[src/hdl/rgb_to_hsv_pixel_macros.svh]
// Assertion macros for the RGB to HSV pixel converter.
// Needs a clock named clk and an active-low reset named arst_n in the including scope.
`ifndef RGB_TO_HSV_PIXEL_MACROS_SVH
`define RGB_TO_HSV_PIXEL_MACROS_SVH

// Check that a condition implies another at the same clock edge
`define RTHP_ASSERT_SAME(lbl, ante, cons) \
	lbl: assert property (@(posedge clk) disable iff (!arst_n) (ante) |-> (cons)) \
		else $error("rgb_to_hsv_pixel: same-cycle check failed");

// Check that a condition implies another at the next clock edge
`define RTHP_ASSERT_NEXT(lbl, ante, cons) \
	lbl: assert property (@(posedge clk) disable iff (!arst_n) (ante) |=> (cons)) \
		else $error("rgb_to_hsv_pixel: next-cycle check failed");

`endif

[src/hdl/rthp_pkg.sv]
// Shared types for the RGB to HSV pixel converter.
// Used by the sort and prep stages, the divider cells and the top level.
`default_nettype none

package rthp_pkg;

	// Which channel holds the maximum, with red split on the sign of G-B
	typedef enum logic [1:0] {
		SEC_RED_GE,
		SEC_RED_LT,
		SEC_GREEN,
		SEC_BLUE
	} sector_t;

	// Special-case flags that ride along the divider chain
	typedef struct packed {
		logic hue_zero;
		logic sat_zero;
		logic sat_full;
	} cell_ctl_t;

endpackage

`default_nettype wire

[src/hdl/rthp_rgb_if.sv]
// Valid/ready channel carrying one RGB pixel.
// No dependencies.
`default_nettype none

interface rthp_rgb_if #(
	parameter int SAMPLE_BITS = 16
);
	logic                   valid;
	logic                   ready;
	logic [SAMPLE_BITS-1:0] red_in;
	logic [SAMPLE_BITS-1:0] green_in;
	logic [SAMPLE_BITS-1:0] blue_in;

	modport source (output valid, output red_in, output green_in, output blue_in, input ready);
	modport sink (input valid, input red_in, input green_in, input blue_in, output ready);
endinterface

`default_nettype wire

[src/hdl/rthp_hsv_if.sv]
// Valid/ready channel carrying one HSV pixel.
// No dependencies.
`default_nettype none

interface rthp_hsv_if #(
	parameter int SAMPLE_BITS = 16
);
	logic                   valid;
	logic                   ready;
	logic [SAMPLE_BITS-1:0] hue_out;
	logic [SAMPLE_BITS-1:0] sat_out;
	logic [SAMPLE_BITS-1:0] value_out;

	modport source (output valid, output hue_out, output sat_out, output value_out, input ready);
	modport sink (input valid, input hue_out, input sat_out, input value_out, output ready);
endinterface

`default_nettype wire

[src/hdl/rgb_to_hsv_pixel.sv]
// RGB to HSV pixel converter, top level.
// Channels: pix_in (rthp_rgb_if, sink) takes red_in, green_in, blue_in as unsigned
// fractions where all ones means 1.0; pix_out (rthp_hsv_if, source) gives hue_out as
// a fraction of a full turn, sat_out as delta over max and value_out as the max.
// A transaction happens on a rising edge with valid and ready both high.
// Throughput: one pixel per clock while pix_out is ready; a new pixel can enter every
// cycle until an output stall fills the chain. The path from input transaction to output
// valid runs through one sort stage, one prep stage, then one divider cell per quotient bit.
// The divider is a chain of SAMPLE_BITS cells; each cell produces one hue and one
// saturation quotient bit and passes the remainders on to its neighbor.
// Every stage has its own valid bit and moves when the stage after it is empty
// or moving, so bubbles close up and input keeps flowing while the output stalls
// until the whole chain is full; a stalled result holds on pix_out.
// Reset clears all valid bits; payload registers are not reset and there is no clearing pass.
// Depends on rthp_pkg, rthp_rgb_if, rthp_hsv_if, rthp_sort, rthp_prep, rthp_cell
// and rgb_to_hsv_pixel_macros.svh.
`default_nettype none

`include "rgb_to_hsv_pixel_macros.svh"

module rgb_to_hsv_pixel #(
	parameter int SAMPLE_BITS = 16
) (
	input  wire logic  clk,
	input  wire logic  arst_n,
	rthp_rgb_if.sink   pix_in,
	rthp_hsv_if.source pix_out
);

	localparam int HW = SAMPLE_BITS + 3;

	logic                   s_valid, s_ready;
	logic [SAMPLE_BITS-1:0] s_red, s_green, s_blue, s_max, s_delta;
	rthp_pkg::sector_t      s_sector;

	logic [SAMPLE_BITS:0]                  cv, cr;
	rthp_pkg::cell_ctl_t [SAMPLE_BITS:0]   cctl;
	logic [SAMPLE_BITS:0][HW-1:0]          chrem, chden;
	logic [SAMPLE_BITS:0][SAMPLE_BITS-1:0] chq, csrem, csden, csq, cval;

	// Sort stage
	rthp_sort #(.SAMPLE_BITS(SAMPLE_BITS)) u_sort (
		.clk        (clk),
		.arst_n     (arst_n),
		.in_valid   (pix_in.valid),
		.in_ready   (pix_in.ready),
		.red        (pix_in.red_in),
		.green      (pix_in.green_in),
		.blue       (pix_in.blue_in),
		.out_valid  (s_valid),
		.out_ready  (s_ready),
		.out_red    (s_red),
		.out_green  (s_green),
		.out_blue   (s_blue),
		.out_max    (s_max),
		.out_delta  (s_delta),
		.out_sector (s_sector)
	);

	// Prep stage feeds the head of the cell chain
	rthp_prep #(.SAMPLE_BITS(SAMPLE_BITS)) u_prep (
		.clk       (clk),
		.arst_n    (arst_n),
		.in_valid  (s_valid),
		.in_ready  (s_ready),
		.red       (s_red),
		.green     (s_green),
		.blue      (s_blue),
		.max_val   (s_max),
		.delta     (s_delta),
		.sector    (s_sector),
		.out_valid (cv[0]),
		.out_ready (cr[0]),
		.out_ctl   (cctl[0]),
		.out_hrem  (chrem[0]),
		.out_hden  (chden[0]),
		.out_srem  (csrem[0]),
		.out_sden  (csden[0])
	);

	// Quotients start empty; value is the divisor of the saturation path
	assign chq[0]  = '0;
	assign csq[0]  = '0;
	assign cval[0] = csden[0];

	// Chain of divider cells, one quotient bit each
	for (genvar k = 0; k < SAMPLE_BITS; k++) begin : g_cell
		rthp_cell #(.SAMPLE_BITS(SAMPLE_BITS)) u_cell (
			.clk       (clk),
			.arst_n    (arst_n),
			.in_valid  (cv[k]),
			.in_ready  (cr[k]),
			.in_ctl    (cctl[k]),
			.in_hrem   (chrem[k]),
			.in_hden   (chden[k]),
			.in_hq     (chq[k]),
			.in_srem   (csrem[k]),
			.in_sden   (csden[k]),
			.in_sq     (csq[k]),
			.in_value  (cval[k]),
			.out_valid (cv[k+1]),
			.out_ready (cr[k+1]),
			.out_ctl   (cctl[k+1]),
			.out_hrem  (chrem[k+1]),
			.out_hden  (chden[k+1]),
			.out_hq    (chq[k+1]),
			.out_srem  (csrem[k+1]),
			.out_sden  (csden[k+1]),
			.out_sq    (csq[k+1]),
			.out_value (cval[k+1])
		);
	end

	// Last cell is the output register; apply the special cases on the way out
	assign pix_out.valid     = cv[SAMPLE_BITS];
	assign cr[SAMPLE_BITS]   = pix_out.ready;
	assign pix_out.hue_out   = cctl[SAMPLE_BITS].hue_zero ? '0 : chq[SAMPLE_BITS];
	assign pix_out.sat_out   = cctl[SAMPLE_BITS].sat_zero ? '0 :
		(cctl[SAMPLE_BITS].sat_full ? '1 : csq[SAMPLE_BITS]);
	assign pix_out.value_out = cval[SAMPLE_BITS];

	// Black pixels leave with zero hue and saturation
	`RTHP_ASSERT_SAME(a_black_out, pix_out.valid && (pix_out.value_out == '0),
		(pix_out.sat_out == '0) && (pix_out.hue_out == '0))
	// Any hue implies some saturation
	`RTHP_ASSERT_SAME(a_hue_sat, pix_out.valid && (pix_out.hue_out != '0),
		pix_out.sat_out != '0)
	// Gray flag at the chain head matches a zero hue divisor
	`RTHP_ASSERT_SAME(a_gray_den, cv[0], cctl[0].hue_zero == (chden[0] == '0))
	// A prep item that is refused stays in place
	`RTHP_ASSERT_NEXT(a_prep_hold, cv[0] && !cr[0], cv[0] && $stable(chden[0]))

endmodule

`default_nettype wire

[src/hdl/rthp_sort.sv]
// First stage: finds max, delta and the hue sector of one pixel.
// Depends on rthp_pkg.
`default_nettype none

module rthp_sort #(
	parameter int SAMPLE_BITS = 16
) (
	input  wire logic                   clk,
	input  wire logic                   arst_n,
	input  wire logic                   in_valid,
	output logic                        in_ready,
	input  wire logic [SAMPLE_BITS-1:0] red,
	input  wire logic [SAMPLE_BITS-1:0] green,
	input  wire logic [SAMPLE_BITS-1:0] blue,
	output logic                        out_valid,
	input  wire logic                   out_ready,
	output logic [SAMPLE_BITS-1:0]      out_red,
	output logic [SAMPLE_BITS-1:0]      out_green,
	output logic [SAMPLE_BITS-1:0]      out_blue,
	output logic [SAMPLE_BITS-1:0]      out_max,
	output logic [SAMPLE_BITS-1:0]      out_delta,
	output rthp_pkg::sector_t           out_sector
);

	logic                   valid_q;
	logic                   advance;
	logic                   b_ge_r, b_ge_g, g_ge_r, r_le_g, r_le_b, g_le_b;
	logic [SAMPLE_BITS-1:0] mx, mn;
	rthp_pkg::sector_t      sector;
	logic [SAMPLE_BITS-1:0] red_q, green_q, blue_q, max_q, delta_q;
	rthp_pkg::sector_t      sector_q;

	// Pairwise compares, all independent
	assign b_ge_r = blue >= red;
	assign b_ge_g = blue >= green;
	assign g_ge_r = green >= red;
	assign r_le_g = red <= green;
	assign r_le_b = red <= blue;
	assign g_le_b = green <= blue;

	// Pick max with blue over green over red on ties, and the matching sector
	always_comb begin
		if (b_ge_r && b_ge_g) begin
			mx     = blue;
			sector = rthp_pkg::SEC_BLUE;
		end else if (g_ge_r) begin
			mx     = green;
			sector = rthp_pkg::SEC_GREEN;
		end else begin
			mx     = red;
			sector = g_le_b && (green != blue) ? rthp_pkg::SEC_RED_LT : rthp_pkg::SEC_RED_GE;
		end
		if (r_le_g && r_le_b)
			mn = red;
		else if (g_le_b)
			mn = green;
		else
			mn = blue;
	end

	assign advance  = !valid_q || out_ready;
	assign in_ready = advance;

	// Advance the stage when the next one can take it
	always_ff @(posedge clk or negedge arst_n) begin
		if (!arst_n)
			valid_q <= 1'b0;
		else if (advance)
			valid_q <= in_valid;
	end

	// Load payload on a transaction
	always_ff @(posedge clk) begin
		if (advance && in_valid) begin
			red_q    <= red;
			green_q  <= green;
			blue_q   <= blue;
			max_q    <= mx;
			delta_q  <= mx - mn;
			sector_q <= sector;
		end
	end

	assign out_valid  = valid_q;
	assign out_red    = red_q;
	assign out_green  = green_q;
	assign out_blue   = blue_q;
	assign out_max    = max_q;
	assign out_delta  = delta_q;
	assign out_sector = sector_q;

endmodule

`default_nettype wire

[src/hdl/rthp_prep.sv]
// Second stage: forms the hue numerator and divisor, the saturation operands and the special-case flags.
// Depends on rthp_pkg.
`default_nettype none

module rthp_prep #(
	parameter int SAMPLE_BITS = 16,
	localparam int HW = SAMPLE_BITS + 3
) (
	input  wire logic                   clk,
	input  wire logic                   arst_n,
	input  wire logic                   in_valid,
	output logic                        in_ready,
	input  wire logic [SAMPLE_BITS-1:0] red,
	input  wire logic [SAMPLE_BITS-1:0] green,
	input  wire logic [SAMPLE_BITS-1:0] blue,
	input  wire logic [SAMPLE_BITS-1:0] max_val,
	input  wire logic [SAMPLE_BITS-1:0] delta,
	input  wire rthp_pkg::sector_t      sector,
	output logic                        out_valid,
	input  wire logic                   out_ready,
	output rthp_pkg::cell_ctl_t         out_ctl,
	output logic [HW-1:0]               out_hrem,
	output logic [HW-1:0]               out_hden,
	output logic [SAMPLE_BITS-1:0]      out_srem,
	output logic [SAMPLE_BITS-1:0]      out_sden
);

	logic                   valid_q;
	logic                   advance;
	logic [HW-1:0]          d_w, den, num;
	rthp_pkg::cell_ctl_t    ctl;
	rthp_pkg::cell_ctl_t    ctl_q;
	logic [HW-1:0]          hrem_q, hden_q;
	logic [SAMPLE_BITS-1:0] srem_q, sden_q;

	assign d_w = HW'(delta);
	assign den = (d_w << 2) + (d_w << 1);

	// Hue numerator for each sector
	always_comb begin
		unique case (sector)
			rthp_pkg::SEC_BLUE:   num = (d_w << 2) + HW'(red) - HW'(green);
			rthp_pkg::SEC_GREEN:  num = (d_w << 1) + HW'(blue) - HW'(red);
			rthp_pkg::SEC_RED_LT: num = den + HW'(green) - HW'(blue);
			default:              num = HW'(green) - HW'(blue);
		endcase
	end

	// Gray gives zero hue, black zero saturation, zero minimum full saturation
	assign ctl.hue_zero = delta == '0;
	assign ctl.sat_zero = max_val == '0;
	assign ctl.sat_full = (max_val != '0) && (delta == max_val);

	assign advance  = !valid_q || out_ready;
	assign in_ready = advance;

	always_ff @(posedge clk or negedge arst_n) begin
		if (!arst_n)
			valid_q <= 1'b0;
		else if (advance)
			valid_q <= in_valid;
	end

	always_ff @(posedge clk) begin
		if (advance && in_valid) begin
			ctl_q  <= ctl;
			hrem_q <= num;
			hden_q <= den;
			srem_q <= delta;
			sden_q <= max_val;
		end
	end

	assign out_valid = valid_q;
	assign out_ctl   = ctl_q;
	assign out_hrem  = hrem_q;
	assign out_hden  = hden_q;
	assign out_srem  = srem_q;
	assign out_sden  = sden_q;

endmodule

`default_nettype wire

[src/hdl/rthp_cell.sv]
// Divider cell: one restoring quotient bit for hue and one for saturation.
// Depends on rthp_pkg.
`default_nettype none

module rthp_cell #(
	parameter int SAMPLE_BITS = 16,
	localparam int HW = SAMPLE_BITS + 3
) (
	input  wire logic                   clk,
	input  wire logic                   arst_n,
	input  wire logic                   in_valid,
	output logic                        in_ready,
	input  wire rthp_pkg::cell_ctl_t    in_ctl,
	input  wire logic [HW-1:0]          in_hrem,
	input  wire logic [HW-1:0]          in_hden,
	input  wire logic [SAMPLE_BITS-1:0] in_hq,
	input  wire logic [SAMPLE_BITS-1:0] in_srem,
	input  wire logic [SAMPLE_BITS-1:0] in_sden,
	input  wire logic [SAMPLE_BITS-1:0] in_sq,
	input  wire logic [SAMPLE_BITS-1:0] in_value,
	output logic                        out_valid,
	input  wire logic                   out_ready,
	output rthp_pkg::cell_ctl_t         out_ctl,
	output logic [HW-1:0]               out_hrem,
	output logic [HW-1:0]               out_hden,
	output logic [SAMPLE_BITS-1:0]      out_hq,
	output logic [SAMPLE_BITS-1:0]      out_srem,
	output logic [SAMPLE_BITS-1:0]      out_sden,
	output logic [SAMPLE_BITS-1:0]      out_sq,
	output logic [SAMPLE_BITS-1:0]      out_value
);

	logic                   valid_q;
	logic                   advance;
	logic [HW:0]            h_sh;
	logic [SAMPLE_BITS:0]   s_sh;
	logic                   h_ge, s_ge;
	rthp_pkg::cell_ctl_t    ctl_q;
	logic [HW-1:0]          hrem_q, hden_q;
	logic [SAMPLE_BITS-1:0] hq_q, srem_q, sden_q, sq_q, value_q;

	// Shift remainder, subtract divisor where it fits
	assign h_sh = {in_hrem, 1'b0};
	assign s_sh = {in_srem, 1'b0};
	assign h_ge = h_sh >= {1'b0, in_hden};
	assign s_ge = s_sh >= {1'b0, in_sden};

	assign advance  = !valid_q || out_ready;
	assign in_ready = advance;

	always_ff @(posedge clk or negedge arst_n) begin
		if (!arst_n)
			valid_q <= 1'b0;
		else if (advance)
			valid_q <= in_valid;
	end

	always_ff @(posedge clk) begin
		if (advance && in_valid) begin
			ctl_q   <= in_ctl;
			hrem_q  <= h_ge ? HW'(h_sh - {1'b0, in_hden}) : HW'(h_sh);
			hden_q  <= in_hden;
			hq_q    <= {in_hq[SAMPLE_BITS-2:0], h_ge};
			srem_q  <= s_ge ? SAMPLE_BITS'(s_sh - {1'b0, in_sden}) : SAMPLE_BITS'(s_sh);
			sden_q  <= in_sden;
			sq_q    <= {in_sq[SAMPLE_BITS-2:0], s_ge};
			value_q <= in_value;
		end
	end

	assign out_valid = valid_q;
	assign out_ctl   = ctl_q;
	assign out_hrem  = hrem_q;
	assign out_hden  = hden_q;
	assign out_hq    = hq_q;
	assign out_srem  = srem_q;
	assign out_sden  = sden_q;
	assign out_sq    = sq_q;
	assign out_value = value_q;

endmodule

`default_nettype wire

[src/flat_wrapper.sv]
// flat-port wrapper written by rule: the top's interface ports become plain ports
module rgb_to_hsv_pixel_flat 
#(
	parameter int SAMPLE_BITS = 16
)
  (clk, arst_n, pix_in_valid, pix_in_red_in, pix_in_green_in, pix_in_blue_in, pix_in_ready, pix_out_valid, pix_out_hue_out, pix_out_sat_out, pix_out_value_out, pix_out_ready);
  rthp_rgb_if #(.SAMPLE_BITS(SAMPLE_BITS)) pix_in_i ();
  rthp_hsv_if #(.SAMPLE_BITS(SAMPLE_BITS)) pix_out_i ();
  input  wire logic clk;
  input  wire logic arst_n;
  input wire logic [$bits(pix_in_i.valid)-1:0] pix_in_valid;
  input wire logic [$bits(pix_in_i.red_in)-1:0] pix_in_red_in;
  input wire logic [$bits(pix_in_i.green_in)-1:0] pix_in_green_in;
  input wire logic [$bits(pix_in_i.blue_in)-1:0] pix_in_blue_in;
  output wire logic [$bits(pix_in_i.ready)-1:0] pix_in_ready;
  output wire logic [$bits(pix_out_i.valid)-1:0] pix_out_valid;
  output wire logic [$bits(pix_out_i.hue_out)-1:0] pix_out_hue_out;
  output wire logic [$bits(pix_out_i.sat_out)-1:0] pix_out_sat_out;
  output wire logic [$bits(pix_out_i.value_out)-1:0] pix_out_value_out;
  input wire logic [$bits(pix_out_i.ready)-1:0] pix_out_ready;
  assign pix_in_i.valid = pix_in_valid;
  assign pix_in_i.red_in = pix_in_red_in;
  assign pix_in_i.green_in = pix_in_green_in;
  assign pix_in_i.blue_in = pix_in_blue_in;
  assign pix_in_ready = pix_in_i.ready;
  assign pix_out_valid = pix_out_i.valid;
  assign pix_out_hue_out = pix_out_i.hue_out;
  assign pix_out_sat_out = pix_out_i.sat_out;
  assign pix_out_value_out = pix_out_i.value_out;
  assign pix_out_i.ready = pix_out_ready;
  rgb_to_hsv_pixel #(.SAMPLE_BITS(SAMPLE_BITS)) u_core (.clk(clk), .arst_n(arst_n), .pix_in(pix_in_i), .pix_out(pix_out_i));
endmodule
[config.mk]
export PLATFORM = sky130hd
export DESIGN_NAME = rgb_to_hsv_pixel_flat
export DESIGN_NICKNAME = d
export VERILOG_FILES = /design/src/hdl/rthp_pkg.sv /design/src/hdl/rthp_rgb_if.sv /design/src/hdl/rthp_hsv_if.sv /design/src/hdl/rgb_to_hsv_pixel.sv /design/src/hdl/rthp_sort.sv /design/src/hdl/rthp_prep.sv /design/src/hdl/rthp_cell.sv /design/src/flat_wrapper.sv
export VERILOG_INCLUDE_DIRS = /design/src /design/src/hdl
export SDC_FILE = /design/constraint.sdc
export NUM_CORES = 2
export LEC_CHECK = 0
export ABC_CLOCK_PERIOD_IN_PS = 14000
export BUFFER_PORTS_ARGS = -buffer_cell sky130_fd_sc_hd__buf_2
export CORE_MARGIN = 2
export CORE_UTILIZATION = 35
export DETAILED_ROUTE_END_ITERATION = 10
export PLACE_DENSITY_LB_ADDON = 0.2
export SKIP_LAST_GASP = 1
export SYNTH_ARGS = -nofsm -noshare
export SYNTH_HDL_FRONTEND = slang
export SYNTH_SLANG_ARGS = --single-unit
[constraint.sdc]
create_clock -name clk -period 14 [get_ports clk]
set_clock_uncertainty 0.15 [all_clocks]
set_input_delay 3.5 -clock clk [delete_from_list [all_inputs] [get_ports clk]]
set_output_delay 3.5 -clock clk [all_outputs]
set_load 0.01 [all_outputs]
==> flow_summary.yaml <==
status:
  status: "finished, final reports clean"
floorplanning:
  pin_count: 102
  start_util_pct: 35.3
  rows: 179
  core_mm2: 0.238
  die_area_mm2: 0.244
  fp.dieW_um: 494
  fp.dieH_um: 494
logic_synthesis:
  yosys_warnings: 0
  synth-main-ff-cell: "edfxtp_1"
  syn-instance-count: 7143
  syn_area_per_cell_um2: 11.8
  synth_edf_count: 1509
  synth_cell_type_count: 82
  yosys.area.top_type: "edfxtp_1"
  synth_top_area_share_pct: 53.9
  syn-cell-area_mm2: 0.0840
  synth-seq-area-share_pct: 54.5
  synth_seq_cells: 1527
  synth_area_leaders: "edfxtp_1, ha_1, inv_1"
  mappedNetlistNets: 7975
  synthArstFlopShare_pct: 1.18
drt:
  drt_first_iter_violations: 2357
  ant_nets: 0
  dr_total_vias: 52100
  wl_per_cell_um: 16.9
  drt_wl_total_mm: 180
  drt_pass1_iterations: 5
  drc: 0
  via_per_inst: 4.88
clocking:
  cts_made_buffers: 173
  clk_latency_ps: 830
  hold_buffers: 0
  clockRootBuffer: "clkbuf_16"
  cts_tree: "done"
  htree_levels: 4
  cts_setup_buffers: 0
  cts-resized-gates: 0
  cts_buffer_depth: 3
  cts.sinks: 1527
  clk_pin_slew_ps: 60
grt:
  grt_antenna_before_repair: 1
  grt.total_usage_pct: 14.7
  grt_pass1_vias: 53700
  grt_first_pass_wirelength_mm: 288
  grt_max_degree: 85
  grt_overflow: 0
critical_path:
  r2r_slack_ps: 8410
  crit_family: "simple AND/OR/NAND/NOR gates"
  crit_path_max_incr_delay_ps: 340
  critPathLaunchType: "input pin"
  cp_max_fo: 6
  r2r_cells: 19
  cp.depth: 11
  crit_top_cell: "nand3_1"
  crit_path_end: "pix_in_ready"
  r2r_end: "u_core.u_prep.out_hrem[18]$_DFFE_PP_"
  worstPathArrival_ps: 5640
  crit_chain: "buf_2, nor2b_1, nand3_1, nor2_1, nand2_1, nor3_1, buf_4, nand3_1, nor2_1, nand3_1, buf_2"
  crit_type: "input pin to output port"
  endpoint_kind: "output port"
  cp_num_buf_inv: 3
  crit_path_start: "pix_out_ready"
  crit_path_top_delay_cell: "nor2_1"
  crit_required_ps: 10350
  r2r-start: "u_core.u_sort.out_delta[1]$_DFFE_PP_"
final_layout:
  fill_cells: 22600
  nets: 8208
  area_growth_pct: 12.4
  layout_common_cells: "edfxtp_1, inv_1, ha_1"
  antenna_cells: 0
  drive_gt1_share_pct: 6.89
  final_common_cell: "edfxtp_1"
power:
  fin_total_pwr_mw: 23.9
  max-vdd-ir-drop_mv: 0.117
  p_leak_nw: 38.6
  power.density_mw_per_mm2: 253
flow_run:
  cap_violations: 0
placement:
  place_congestion: 0.867
  io_buffers: 101
  pre_cts_slack_ps: 4650
  place_hpwl_mm: 141
sta:
  hold_viol_final: 0
  clock.fmax_mhz: 108
  tightest_slew_ps: 1120
  rsz0062_at_grt: "no"
  fin_crit_ps: 9290
  fin_tns_setup_ps: 0
  finalCritPeriodShare_pct: 66.4
  fin_ws_ps: 4710
  slew_headroom_pct: 25.2
  setup_violations: 0
  slew_violations: 0
worst_hold_path:
  hp-class: "flop to flop"
## report_power, final
part	switching, mW	total (mW)	internal, mW
Clock	1.89	4.55	2.66
Combinational	6.35	11.3	4.94
Sequential	0.791	8.05	7.26
## metrics by stage
step	hold slack [ps]	std cells	instance area [µm²]	utilization, %
6_report	219	10700	94500	39.6
4_1_cts	206	10700	94500	39.6
5_1_grt	215	10700	94500	39.6
3_3_place_gp	252	10400	88700	37.2
2_1_floorplan	250	7143	84000	-
3_5_place_dp	255	10400	88700	37.2
## synthesized netlist by cell type (all sizes together), types with 71 or more instances
cell type,n
ha,700
fa,80
a21o,178
o21ai,449
nand4,105
a21oi,394
nor2,429
nand2,481
edfxtp,1509
nor3,154
xor2,157
nor2b,113
nand2b,110
xnor2,315
inv,901
mux2,212
clkbuf,71
nand3,74
## logic make-up (layout without fill, tap and decap cells)
| group | count (synthesis) | count (layout) | synth area share, % |
|---|---|---|---|
| compound gates | 1470 | 1470 | 11.0 |
| xor+xnor | 472 | 472 | 4.92 |
| fa+ha+maj | 780 | 780 | 12.3 |
| buf+inv | 989 | 1364 | 4.45 |
| flops | 1527 | 1527 | 54.5 |
| mux | 247 | 247 | 3.44 |
| simple gates | 1658 | 1658 | 9.42 |
## sequential cells by signal, indices dropped and copies added (netlist names), 19 cells and up
name / count
u_core.g_cell.u_cell.out_value: 240
u_core.g_cell.u_cell.out_hrem: 270
u_core.g_cell.u_cell.out_hq: 136
u_core.g_cell.u_cell.out_hden: 270
u_core.g_cell.u_cell.out_ctl: 48
u_core.g_cell.u_cell.out_srem: 240
u_core.u_prep.out_hrem: 19
u_core.g_cell.u_cell.out_sq: 136
## metal layers
| layer | GRT usage, % | part of all wire, % | up-vias |
|---|---|---|---|
| met5 | 0 | 0 | - |
| met4 | 4.98 | 3.2 | 0 |
| met3 | 2.02 | 2.7 | 310 |
| met2 | 28.5 | 54 | 690 |
| li1 | - | - | 26200 |
| met1 | 16.3 | 40 | 24900 |
## how the worst min path moves through the flow
| stage | startpoint | to | cells after the start |
|---|---|---|---|
| finish | u_core.g_cell[3].u_cell.out_hq[2]$_DFFE_PP_ | u_core.g_cell[4].u_cell.out_hq[3]$_DFFE_PP_ | 0 |
| global route | u_core.g_cell[4].u_cell.out_sq[4]$_DFFE_PP_ | u_core.g_cell[5].u_cell.out_sq[5]$_DFFE_PP_ | 0 |
| CTS | u_core.g_cell[3].u_cell.out_hq[2]$_DFFE_PP_ | u_core.g_cell[4].u_cell.out_hq[3]$_DFFE_PP_ | 0 |
| detailed placement | u_core.g_cell[10].u_cell.out_hq[1]$_DFFE_PP_ | u_core.g_cell[11].u_cell.out_hq[2]$_DFFE_PP_ | 0 |
| global placement | u_core.g_cell[6].u_cell.out_sq[2]$_DFFE_PP_ | u_core.g_cell[7].u_cell.out_sq[3]$_DFFE_PP_ | 0 |
| floorplan | u_core.u_prep.out_ctl[0]$_DFFE_PP_ | u_core.g_cell[0].u_cell.out_ctl[0]$_DFFE_PP_ | 0 |
## cell type report
cell class	count	area, µm²	share of cell area (%)
Clock buffer	202	4440	4.70
Clock inverter	115	1350	1.43
Inverter	901	3380	3.58
Multi-Input combinational cell	4627	34700	36.8
Sequential cell	1527	45800	48.4
Tap cell	3167	3960	4.19
Timing Repair Buffer	146	843	0.893
Power figures use the tool's default switching activity.
